File: config.mk
export PLATFORM = sky130hd
export DESIGN_NAME = key_matrix_scan_note_events
export DESIGN_NICKNAME = d
export VERILOG_FILES = /design/src/rtl/kmsne_pkg.sv /design/src/rtl/kmsne_front.sv /design/src/rtl/kmsne_key_store.sv /design/src/rtl/key_matrix_scan_note_events.sv
export SDC_FILE = /design/constraint.sdc
export NUM_CORES = 1
export LEC_CHECK = 0
export BUFFER_PORTS_ARGS = -buffer_cell sky130_fd_sc_hd__buf_4
export CORE_MARGIN = 4
export CORE_UTILIZATION = 30
export DETAILED_ROUTE_END_ITERATION = 16
export PLACE_DENSITY = 0.49
export SYNTH_ARGS = -nofsm -noshare
export SYNTH_HDL_FRONTEND = slang
export SYNTH_SLANG_ARGS = --single-unit
File: constraint.sdc
create_clock -name clock -period 3.4 [get_ports clock]
set_input_delay 0.51 -clock clock [delete_from_list [all_inputs] [get_ports clock]]
set_output_delay 0.51 -clock clock [all_outputs]
set_load 0.02 [all_outputs]
File: src/rtl/kmsne_pkg.sv
// ----------------------------------------------------------------------------
// kmsne_pkg: shared types and constants of the key matrix scanner
// Command codes, register indexes, reset values and the records passed
// between the command front end, the key store and the top level.
// ----------------------------------------------------------------------------
package kmsne_pkg;

   localparam int KEY_COUNT_DEFAULT = 64;

   localparam int CMD_W   = 3;
   localparam int POS_W   = 8;
   localparam int NOTE_W  = 7;
   localparam int MS_W    = 32;
   localparam int CFG_W   = 16;
   localparam int CSR_IDX_W = 2;

   typedef enum logic [CMD_W-1:0] {
      CMD_RESET_PULSE = 3'd0,
      CMD_CLOCK_PULSE = 3'd1,
      CMD_SUSTAIN     = 3'd2,
      CMD_SET_OUTPUT  = 3'd3,
      CMD_MS_TICK     = 3'd4
   } cmd_type;

   localparam logic [CSR_IDX_W-1:0] CSR_NOTE_OFFSET  = 2'd0;
   localparam logic [CSR_IDX_W-1:0] CSR_IDLE_TIMEOUT = 2'd1;
   localparam logic [CSR_IDX_W-1:0] CSR_BLINK_PERIOD = 2'd2;

   localparam logic [NOTE_W-1:0] NOTE_OFFSET_RESET  = 7'd0;
   localparam logic [CFG_W-1:0]  IDLE_TIMEOUT_RESET = 16'd1000;
   localparam logic [CFG_W-1:0]  BLINK_PERIOD_RESET = 16'd250;

   // One accepted transaction as it leaves the front end.
   typedef struct packed {
      logic              visit;        // sample the key and drive the pin
      logic              in_range;     // scan position below the key count
      logic [POS_W-1:0]  pos;
      logic [NOTE_W-1:0] note_number;
      logic              level;
      logic              sustain;
      logic              set_out;      // store key_value at key_index
      logic [POS_W-1:0]  key_index;
      logic              key_value;
      logic              timeout_hit;  // idle timeout fired: pin goes low
      logic              led;
   } slot_type;

   typedef struct packed {
      logic              note_valid;
      logic [NOTE_W-1:0] note_number;
      logic              note_on;
      logic              key_out_level;
      logic              led_level;
   } result_type;

endpackage

File: src/rtl/kmsne_front.sv
// ----------------------------------------------------------------------------
// kmsne_front: command decode and scalar state
// Holds the configuration registers, scan position, sustain, timeout and
// blink state, and turns each accepted transaction into a slot record.
// ----------------------------------------------------------------------------
module kmsne_front #(
   parameter int KEY_COUNT = kmsne_pkg::KEY_COUNT_DEFAULT
) (
   input  logic                                clock,
   input  logic                                reset,
   input  logic                                accept,
   input  logic [kmsne_pkg::CMD_W-1:0]         cmd,
   input  logic                                key_level,
   input  logic                                pedal_pin,
   input  logic [kmsne_pkg::POS_W-1:0]         key_index,
   input  logic                                key_value,
   input  logic                                csr_write_enable,
   input  logic [kmsne_pkg::CSR_IDX_W-1:0]     csr_index,
   input  logic [kmsne_pkg::CFG_W-1:0]         csr_wdata,
   output kmsne_pkg::slot_type                 slot
);

   logic [kmsne_pkg::NOTE_W-1:0] note_offset_ff;
   logic [kmsne_pkg::CFG_W-1:0]  idle_timeout_ff;
   logic [kmsne_pkg::CFG_W-1:0]  blink_period_ff;

   logic [kmsne_pkg::POS_W-1:0] scan_pos_ff, scan_pos_in;
   logic                        sustain_ff, sustain_in;
   logic                        timed_out_ff, timed_out_in;
   logic                        blink_ff, blink_in;
   logic                        led_ff, led_in;
   logic [kmsne_pkg::MS_W-1:0]  ms_reset_ff, ms_reset_in;
   logic [kmsne_pkg::MS_W-1:0]  ms_blink_ff, ms_blink_in;

   logic visit;
   logic set_out;
   logic timeout_hit;

   always_comb begin
      scan_pos_in  = scan_pos_ff;
      sustain_in   = sustain_ff;
      timed_out_in = timed_out_ff;
      blink_in     = blink_ff;
      led_in       = led_ff;
      ms_reset_in  = ms_reset_ff;
      ms_blink_in  = ms_blink_ff;
      visit        = 1'b0;
      set_out      = 1'b0;
      timeout_hit  = 1'b0;
      unique case (kmsne_pkg::cmd_type'(cmd))
         kmsne_pkg::CMD_RESET_PULSE: begin
            ms_reset_in = '0;
            if (timed_out_ff) begin
               timed_out_in = 1'b0;
               blink_in     = 1'b0;
               led_in       = 1'b1;
            end
            scan_pos_in = '0;
            visit       = 1'b1;
         end
         kmsne_pkg::CMD_CLOCK_PULSE: begin
            if (!timed_out_ff) begin
               scan_pos_in = scan_pos_ff + 1'b1;
               visit       = 1'b1;
            end
         end
         kmsne_pkg::CMD_SUSTAIN: begin
            sustain_in = !pedal_pin;
         end
         kmsne_pkg::CMD_SET_OUTPUT: begin
            set_out = (key_index < kmsne_pkg::POS_W'(KEY_COUNT));
         end
         kmsne_pkg::CMD_MS_TICK: begin
            ms_reset_in = (ms_reset_ff == '1) ? ms_reset_ff : ms_reset_ff + 1'b1;
            ms_blink_in = (ms_blink_ff == '1) ? ms_blink_ff : ms_blink_ff + 1'b1;
            // The incremented count exceeds the limit exactly when the old
            // count has reached it, saturation included.
            if (timed_out_ff) begin
               if (ms_blink_ff >= kmsne_pkg::MS_W'(blink_period_ff)) begin
                  ms_blink_in = '0;
                  blink_in    = !blink_ff;
                  led_in      = !blink_ff;
               end
            end else if (ms_reset_ff >= kmsne_pkg::MS_W'(idle_timeout_ff)) begin
               timed_out_in = 1'b1;
               timeout_hit  = 1'b1;
            end
         end
         default: begin
         end
      endcase
   end

   always_comb begin
      slot.visit       = visit;
      slot.in_range    = (scan_pos_in < kmsne_pkg::POS_W'(KEY_COUNT));
      slot.pos         = scan_pos_in;
      slot.note_number = scan_pos_in[kmsne_pkg::NOTE_W-1:0] + note_offset_ff;
      slot.level       = key_level;
      slot.sustain     = sustain_ff;
      slot.set_out     = set_out;
      slot.key_index   = key_index;
      slot.key_value   = key_value;
      slot.timeout_hit = timeout_hit;
      slot.led         = led_in;
   end

   always_ff @(posedge clock) begin
      if (reset) begin
         scan_pos_ff  <= '0;
         sustain_ff   <= 1'b0;
         timed_out_ff <= 1'b1;
         blink_ff     <= 1'b1;
         led_ff       <= 1'b0;
         ms_reset_ff  <= '0;
         ms_blink_ff  <= '0;
      end else if (accept) begin
         scan_pos_ff  <= scan_pos_in;
         sustain_ff   <= sustain_in;
         timed_out_ff <= timed_out_in;
         blink_ff     <= blink_in;
         led_ff       <= led_in;
         ms_reset_ff  <= ms_reset_in;
         ms_blink_ff  <= ms_blink_in;
      end
   end

   always_ff @(posedge clock) begin
      if (reset) begin
         note_offset_ff  <= kmsne_pkg::NOTE_OFFSET_RESET;
         idle_timeout_ff <= kmsne_pkg::IDLE_TIMEOUT_RESET;
         blink_period_ff <= kmsne_pkg::BLINK_PERIOD_RESET;
      end else if (csr_write_enable) begin
         if (csr_index == kmsne_pkg::CSR_NOTE_OFFSET) begin
            note_offset_ff <= csr_wdata[kmsne_pkg::NOTE_W-1:0];
         end
         if (csr_index == kmsne_pkg::CSR_IDLE_TIMEOUT) begin
            idle_timeout_ff <= csr_wdata;
         end
         if (csr_index == kmsne_pkg::CSR_BLINK_PERIOD) begin
            blink_period_ff <= csr_wdata;
         end
      end
   end

endmodule

File: src/rtl/kmsne_key_store.sv
// ----------------------------------------------------------------------------
// kmsne_key_store: per-key input and output level memories
// Reads both memories as a transaction is accepted, works out the note event
// and the pin level from the registered read data, and writes back as the slot advances.
// ----------------------------------------------------------------------------
module kmsne_key_store #(
   parameter int KEY_COUNT = kmsne_pkg::KEY_COUNT_DEFAULT
) (
   input  logic                   clock,
   input  logic                   reset,
   input  logic                   accept,
   input  kmsne_pkg::slot_type    slot_next,
   input  logic                   advance,
   output logic                   clearing,
   output kmsne_pkg::result_type  result
);

   localparam int AW = (KEY_COUNT > 1) ? $clog2(KEY_COUNT) : 1;

   logic in_mem  [KEY_COUNT];
   logic out_mem [KEY_COUNT];

   logic          clear_ff;
   logic [AW-1:0] clear_cnt_ff;

   kmsne_pkg::slot_type slot_ff;
   logic in_rd_ff, out_rd_ff;
   logic fwd_in_hit_ff, fwd_in_val_ff;
   logic fwd_out_hit_ff, fwd_out_val_ff;
   logic pin_ff, pin_in;

   logic [AW-1:0] raddr;
   logic [AW-1:0] s1_addr, s1_kaddr;
   logic          in_old, out_old, new_in, event_hit;
   logic          s1_in_we, s1_out_we;
   logic          in_we, out_we;
   logic [AW-1:0] in_waddr, out_waddr;
   logic          in_wdata, out_wdata;

   assign raddr    = slot_next.pos[AW-1:0];
   assign s1_addr  = slot_ff.pos[AW-1:0];
   assign s1_kaddr = slot_ff.key_index[AW-1:0];

   // A write from the slot ahead lands on the same edge as the read, so its
   // value is captured beside the read data and preferred over it.
   assign in_old  = fwd_in_hit_ff  ? fwd_in_val_ff  : in_rd_ff;
   assign out_old = fwd_out_hit_ff ? fwd_out_val_ff : out_rd_ff;

   assign event_hit = slot_ff.visit && slot_ff.in_range && (in_old != slot_ff.level)
                      && !(slot_ff.sustain && !slot_ff.level);
   assign new_in    = event_hit ? slot_ff.level : in_old;

   always_comb begin
      priority if (slot_ff.visit) begin
         pin_in = slot_ff.in_range && (out_old || (slot_ff.sustain && new_in));
      end else if (slot_ff.timeout_hit) begin
         pin_in = 1'b0;
      end else begin
         pin_in = pin_ff;
      end
   end

   assign s1_in_we  = advance && event_hit;
   assign s1_out_we = advance && slot_ff.set_out;

   assign in_we     = clear_ff || s1_in_we;
   assign in_waddr  = clear_ff ? clear_cnt_ff : s1_addr;
   assign in_wdata  = !clear_ff && slot_ff.level;
   assign out_we    = clear_ff || s1_out_we;
   assign out_waddr = clear_ff ? clear_cnt_ff : s1_kaddr;
   assign out_wdata = !clear_ff && slot_ff.key_value;

   always_ff @(posedge clock) begin
      if (in_we) begin
         in_mem[in_waddr] <= in_wdata;
      end
      if (out_we) begin
         out_mem[out_waddr] <= out_wdata;
      end
      if (accept) begin
         in_rd_ff  <= in_mem[raddr];
         out_rd_ff <= out_mem[raddr];
      end
   end

   always_ff @(posedge clock) begin
      if (accept) begin
         slot_ff        <= slot_next;
         fwd_in_hit_ff  <= s1_in_we && (s1_addr == raddr);
         fwd_in_val_ff  <= slot_ff.level;
         fwd_out_hit_ff <= s1_out_we && (s1_kaddr == raddr);
         fwd_out_val_ff <= slot_ff.key_value;
      end
   end

   always_ff @(posedge clock) begin
      if (reset) begin
         clear_ff     <= 1'b1;
         clear_cnt_ff <= '0;
         pin_ff       <= 1'b0;
      end else begin
         if (clear_ff) begin
            clear_cnt_ff <= clear_cnt_ff + 1'b1;
            if (clear_cnt_ff == AW'(KEY_COUNT - 1)) begin
               clear_ff <= 1'b0;
            end
         end
         if (advance) begin
            pin_ff <= pin_in;
         end
      end
   end

   assign clearing = clear_ff;

   always_comb begin
      result.note_valid    = event_hit;
      result.note_number   = event_hit ? slot_ff.note_number : '0;
      result.note_on       = event_hit && slot_ff.level;
      result.key_out_level = pin_in;
      result.led_level     = slot_ff.led;
   end

endmodule

File: src/rtl/key_matrix_scan_note_events.sv
// ----------------------------------------------------------------------------
// key_matrix_scan_note_events: serial keyboard scanner with note events
// Follows a serial key scan bus, reports key changes as note events, drives
// the key output pin and runs an idle timeout with a blinking status LED.
// ----------------------------------------------------------------------------
// Every transaction gives exactly one result, and one transaction is taken
// each cycle while the result side keeps up; a transaction passes the first
// stage register and then the result register. The per-key levels sit in
// two memories, each with one read and one write port, read on acceptance
// and written back as it leaves the first stage, with forwarding between
// neighbouring transactions. After reset the block clears both memories and
// stalls the request side meanwhile; register writes are taken throughout.
module key_matrix_scan_note_events #(
   parameter int KEY_COUNT = kmsne_pkg::KEY_COUNT_DEFAULT
) (
   input  logic                              clock,
   input  logic                              reset,
   input  logic                              req_valid,
   output logic                              req_stall,
   input  logic [kmsne_pkg::CMD_W-1:0]       req_cmd,
   input  logic                              req_key_level,
   input  logic                              req_pedal_pin,
   input  logic [kmsne_pkg::POS_W-1:0]       req_key_index,
   input  logic                              req_key_value,
   output logic                              rsp_valid,
   input  logic                              rsp_stall,
   output logic                              rsp_note_valid,
   output logic [kmsne_pkg::NOTE_W-1:0]      rsp_note_number,
   output logic                              rsp_note_on,
   output logic                              rsp_key_out_level,
   output logic                              rsp_led_level,
   input  logic                              csr_write_enable,
   input  logic [kmsne_pkg::CSR_IDX_W-1:0]   csr_index,
   input  logic [kmsne_pkg::CFG_W-1:0]       csr_wdata
);

   kmsne_pkg::slot_type   slot_next;
   kmsne_pkg::result_type result;
   kmsne_pkg::result_type rsp_ff;

   logic s1_valid_ff;
   logic rsp_valid_ff;
   logic clearing;
   logic out_free, s1_free, accept, advance;

   assign out_free  = !rsp_valid_ff || !rsp_stall;
   assign s1_free   = !s1_valid_ff || out_free;
   assign req_stall = clearing || !s1_free;
   assign accept    = req_valid && !req_stall;
   assign advance   = s1_valid_ff && out_free;

   kmsne_front #(.KEY_COUNT(KEY_COUNT)) u_front (
      .clock            (clock),
      .reset            (reset),
      .accept           (accept),
      .cmd              (req_cmd),
      .key_level        (req_key_level),
      .pedal_pin        (req_pedal_pin),
      .key_index        (req_key_index),
      .key_value        (req_key_value),
      .csr_write_enable (csr_write_enable),
      .csr_index        (csr_index),
      .csr_wdata        (csr_wdata),
      .slot             (slot_next)
   );

   kmsne_key_store #(.KEY_COUNT(KEY_COUNT)) u_key_store (
      .clock     (clock),
      .reset     (reset),
      .accept    (accept),
      .slot_next (slot_next),
      .advance   (advance),
      .clearing  (clearing),
      .result    (result)
   );

   always_ff @(posedge clock) begin
      if (reset) begin
         s1_valid_ff  <= 1'b0;
         rsp_valid_ff <= 1'b0;
      end else begin
         if (accept) begin
            s1_valid_ff <= 1'b1;
         end else if (advance) begin
            s1_valid_ff <= 1'b0;
         end
         if (advance) begin
            rsp_valid_ff <= 1'b1;
         end else if (!rsp_stall) begin
            rsp_valid_ff <= 1'b0;
         end
      end
   end

   always_ff @(posedge clock) begin
      if (advance) begin
         rsp_ff <= result;
      end
   end

   assign rsp_valid         = rsp_valid_ff;
   assign rsp_note_valid    = rsp_ff.note_valid;
   assign rsp_note_number   = rsp_ff.note_number;
   assign rsp_note_on       = rsp_ff.note_on;
   assign rsp_key_out_level = rsp_ff.key_out_level;
   assign rsp_led_level     = rsp_ff.led_level;

endmodule

# Word-level counts from Yosys, hierarchy flattened
# Memories as Yosys holds them, arrays and structs flattened. A register that Yosys moved wholly into a read port is not among the register bits.
# Index checks and enable logic that the tools add are counted.
[op_classes]
add_sub_neg = 5
magnitude_cmp = 4
eq_ne = 17
mux = 37
bitwise = 1
n_reduce_logical = 44
[op_table]
columns = ["op", "count"]
rows = [
  ["two-way mux 32 bit", 4],
  ["adder 32 x 1 -> 32 bit (second input constant)", 2],
  ["equality test 32 bit (second input constant)", 2],
  [">= comparator 32 x 16 -> 1 bit", 2],
  ["case mux 32 bit (2 select lines)", 1],
  ["two-way mux 1 bit", 24],
  ["less-than comparator 8 x 7 -> 1 bit (second input constant)", 2],
  ["case mux 8 bit (2 select lines)", 1],
  ["logical AND 1 bit", 15],
  ["equality test 6 bit", 2],
  ["two-way mux 6 bit", 2],
  ["AND reduction 2 bit", 6],
  ["zero test 1 bit", 10],
  ["adder 8 x 1 -> 8 bit (second input constant)", 1],
  ["two-way mux 8 bit", 1],
  ["inequality test 2 x 1 -> 1 bit (second input constant)", 4],
  ["case mux 1 bit (2 select lines)", 4],
  ["adder 7 bit", 1],
  ["adder 6 x 1 -> 6 bit (second input constant)", 1],
  ["equality test 3 x 2 -> 1 bit (second input constant)", 2],
  ["equality test 6 bit (second input constant)", 1],
  ["logical OR 1 bit", 6],
  ["AND reduction 5 bit", 1],
  ["nonzero test 2 bit", 2],
  ["11 further kinds", 11],
]
[totals]
reg_bits = 167
mem_bits_rw = 128
out_inout_bits = 13
word_cells = 145
n_memories = 2
[mem_list]
columns = ["name", "depth", "word_bits", "read_ports", "rd_clocked_by_memory_dff", "wr", "line", "rtl"]
rows = [
  ["u_key_store.in_mem", 64, 1, 1, 1, 1, "kmsne_key_store.sv:20", "logic in_mem [KEY_COUNT];"],
  ["u_key_store.out_mem", 64, 1, 1, 1, 1, "kmsne_key_store.sv:21", "logic out_mem [KEY_COUNT];"],
]

# Depth between registers and ports, before layout
[logic_depth]
word_depth = 9
mapped_depth = 15
mapped_depth_nobuf = 12

# Hierarchy
# From an unflattened synthesis, not the netlist that was laid out.
[hier_totals]
cells_unflattened = 1347
area_unflattened_um2 = 14452.6
[modules_own_cells]
columns = ["module", "instances", "cells_per_inst", "area_per_inst_um2", "seq_area_each_um2"]
rows = [
  ["kmsne_key_store", 1, 543, 7527.2, 4994.8],
  ["kmsne_front", 1, 783, 6486.2, 2302.2],
  ["key_matrix_scan_note_events", 1, 21, 439.2, 370.4],
]

# Least setup slack after synthesis
# Ideal clock, no wire load.
[synth_timing]
kind = "input to register"
from = "input port req_cmd[1] (netlist name)"
to = "register u_key_store.slot_ff[20] (netlist name) (data pin)"
setup_ps = 259
t_arrival_ps = 2986
required_time_ps = 3141
slack_ps = 155
path_stages = 15
path_buffers = 3
path_cell_list = "buf_2 -> nor4b_4 -> mux2i_4 -> inv_1 -> buf_2 -> buf_2 -> ha_1 -> inv_1 -> fa_1 -> inv_1 -> a21oi_1 -> o21bai_1 -> a21o_1 -> a21oi_1 -> xnor2_1"
[synth_rtl]
columns = ["item", "line", "rtl"]
rows = [
  ["from (decl)", "key_matrix_scan_note_events.sv:20", "input logic [kmsne_pkg::CMD_W-1:0] req_cmd,"],
  ["to (signal assigned)", "kmsne_key_store.sv:88", "slot_ff <= slot_next;"],
  ["to (decl)", "kmsne_key_store.sv:26", "kmsne_pkg::slot_type slot_ff;"],
]

# Worst setup path after layout
[layout_timing]
from = "register u_front.ms_reset_ff[6] (netlist name)"
to = "register u_front.ms_reset_ff[9] (netlist name)"
[layout_via]
elab_chain_len = 3
elab_cells_between_ends = 6
[layout_lines]
columns = ["item", "line", "rtl"]
rows = [
  ["from (decl)", "kmsne_front.sv:32", "logic [kmsne_pkg::MS_W-1:0] ms_reset_ff, ms_reset_in;"],
  ["from (signal assigned)", "kmsne_front.sv:123", "ms_reset_ff <= ms_reset_in;"],
  ["adder 32 x 1 -> 32 bit or equality test 32 bit (tied branches)", "kmsne_front.sv:74", "ms_reset_in = (ms_reset_ff == '1) ? ms_reset_ff : ms_reset_ff + 1'b1;"],
  ["two-way mux 32 bit or inequality test 2 bit (tied branches)", "--", ""],
  ["case mux 32 bit (2 select lines) or AND reduction 3 bit (tied branches)", "--", ""],
]
# Parallel ways exist; a longest one is shown, timed or not. The select of a mux whose other input is x is not followed.
# A chain may end at the register's enable or synchronous reset.

==> results.cfg <==
[status]
outcome = finished clean

[timing]
fin_crit_ns = 2.81
whs_ns = 0.140
rsz0062_at_grt = false
period_share_pct = 82.6
tns_ns = 0
tightest_slew_ns = 0.808
hold_viol_final = 0
skew_ns = 0.0380
max_freq_mhz = 356
setup_viol_count_final = 0
slew_viol_final = 0
slew_headroom_pct = 46.2

[routing]
final_antenna_net_count = 0
drc = 0
drt_iter0_drc = 783
dr.pass1.iters = 5
viasPerCell = 4.95
avgRoutedWirePerCell_um = 17.6
vias = 10400
finalWirelength_um = 37100

[placement]
port_buffers = 49
dp_cells = 2043
dpl.hpwl_um = 25800
gp_congestion = 0.817

[critical_path]
crit_type = flip-flop to flip-flop
crit_path_end_kind = flip-flop
crit_buf_inv = 0
cpMaxStageDelayCell = or4_1
crit_fanout = 9
cp-start-kind = flip-flop
cpPeakStageDelay_ns = 0.68
cpMostUsedCell = and4_1
arrival_ns = 3.22
worstPathRequired_ns = 3.81
cp_top_family = simple AND/OR/NAND/NOR gates
path_cells = and4_1 -> nand4_2 -> or4_1 -> o31ai_4 -> nor2_2 -> and4_1 -> xnor2_1 -> nor2_1

[grt]
grt_overflow = 0
grt_usage_pct = 14.5
grt_max_degree = 68
first_global_vias = 10200
grt_first_pass_wirelength_um = 58200
antenna_found_initial = 0

[synth]
synthFlopType = edfxtp_1
synth_largest_area_cell = edfxtp_1
syn_area_per_cell_um2 = 10.0
synth_fp_nets = 1488
syn_area_um2 = 14100
ys_ff_latch = 297
ys.warnings.count = 0
synthArstFlopShare_pct = 0
ys_seq_area_share_pct = 54.2
synth_top_area_share_pct = 36.5
ys_top_cells_by_area = edfxtp_1 (37%), dfxtp_1 (18%), nor2_1 (6.7%)
synth.distinct_cells = 73
synthCells = 1408
synth_edf_count = 172

[finish]
multi_input_area_um2 = 6010
final_common_cell = nor2_1
nets = 1554
fin_util_pct = 35.1
final_cell_mix = nor2_1 (252), nand2_1 (180), edfxtp_1 (172), dfxtp_1 (125), buf_4 (77)
drive_above_1_share_pct = 10.4
num-fill-cells = 4705
regArea_um2 = 7670
instances_no_fill = 2104
syn2layout_area_growth_pct = 15.8
diodes = 0

[power]
power_uw = 7610
cell_internal_pwr_uw = 5930
pwr-share-seq_pct = 50.1
ir_drop_uv = 315
power.density_nw_per_um2 = 465
p_sw_uw = 1680
combPwrFrac_pct = 3.5
p_leak_uw = 0.00605
switching_share_pct = 22.1
clockPowerShare_pct = 46.3

[clocking]
worstSkewPairLatency_ns = 0.55
clk_pin_slew_ns = 0.06
clockBufferDepth = 3
cts_tree = yes
cts_setup_buffers = 0
cts_hold_buffers = 0
numCtsBuffers = 36
clock-sinks = 297
cts.repair.resized = 0
clock-root-buffer = clkbuf_16
htree_levels = 2

[floorplanning]
ios = 50
die_w_um = 225
core_um2 = 46600
die_height_um = 225
die_area_um2 = 50600
rows = 79
start_util_pct = 30.4

[run]
drv_cap = 0

[worst_hold_path]
min_path_type = primary input to flip-flop
[state kept, by name (all words and copies together) (netlist names), 6 cells and up]
name	count
u_front.ms_reset_ff	32
u_front.scan_pos_ff	8
u_key_store.in_mem	64
rsp_note_number	7
u_key_store.s1_addr	6
u_key_store.slot_ff	14
u_key_store.clear_cnt_ff	6
u_front.blink_period_ff	16
u_front.ms_blink_ff	32
u_key_store.s1_kaddr	6
u_key_store.out_mem	64
u_front.note_offset_ff	7
u_front.idle_timeout_ff	16
[routing by layer]
metal  routed length (um)  global-route usage [%]  share of wire (%)  vias to the layer above
met3                 1800                    2.75                4.9                       47
met1                17600                    20.4                 47                     5038
met2                17000                    23.1                 46                      214
li1                     -                       -                  -                     5119
met4                  657                    3.48                1.8                        0
met5                    0                       0                  0                        -
[per-stage QoR]
| step | area (um^2) | worst slack [ns] |
|---|---|---|
| after floorplan | 14100 | 0.155 |
| after global placement | 15300 | 0.335 |
| after detailed placement | 15300 | 0.295 |
| after CTS | 16400 | 0.559 |
| after global routing | 16400 | 0.325 |
| final | 16400 | 0.590 |
[power by group through the flow]
stage          registers (uW)  clock network [uW]  logic (uW)
3_3_place_gp             3890                   0         269
2_1_floorplan            3880                   0         153
5_1_grt                  3810                3780         298
6_report                 3810                3530         269
3_5_place_dp             3890                   0         271
4_1_cts                  3810                3640         272
[logic make-up (layout without fill, tap and decap cells)]
family,after synthesis,after routing,synth area share (%)
and+or+nand+nor,634,634,20.4
DFF,297,297,54.2
AOI/OAI and AO/OA,196,196,9.30
buffers and inverters,112,201,3.35
xor gates and xnor gates,72,72,4.46
muxes,54,54,4.35
adders and majority gates,43,43,3.86
[cells in the mapped netlist (7+ instances only)]
library cell  number
and2_1            12
nand2b_1          14
ha_1              42
clkbuf_1          28
dfxtp_1          125
buf_2             14
a21o_1            15
xor2_1            32
a21oi_1           62
mux2i_1           40
or3_1             11
and3_1            25
a211oi_1          13
xnor2_1           40
mux2_2             9
o21ai_0           29
nand2_1          180
nor2_1           252
a211o_1           13
nor4_1            17
o32ai_1            7
nor3_1            15
and4_1             8
nand3_1           50
edfxtp_1         172
nand4_1           22
inv_1             56
a311oi_1           8
[area by class of cell]
| cell class | instances | share of cell area (%) |
|---|---|---|
| clock buffers | 52 | 6.12 |
| inverters | 60 | 1.41 |
| flip-flops and latches | 297 | 46.9 |
| well taps | 607 | 4.64 |
| clock inverters | 9 | 0.352 |
| repair buffers | 80 | 3.90 |
| multi-input cells | 999 | 36.7 |
[path summary, 6_finish.rpt]
check                                            from                             endpoint  slack (ns)  cells after the start
setup / recovery  u_front.ms_reset_ff[6]$_SDFFE_PP0P_  u_front.ms_reset_ff[9]$_SDFFE_PP0P_        0.59                      8
hold / removal                       req_key_index[4]    u_key_store.s1_kaddr[4]$_DFFE_PP_        0.14                      1
setup reg to reg  u_front.ms_reset_ff[6]$_SDFFE_PP0P_  u_front.ms_reset_ff[9]$_SDFFE_PP0P_        0.59                      8
hold reg to reg       u_key_store.result[0]$_DFFE_PP_              rsp_led_level$_DFFE_PP_        0.45                      0
(Power assumes the default switching activity.)
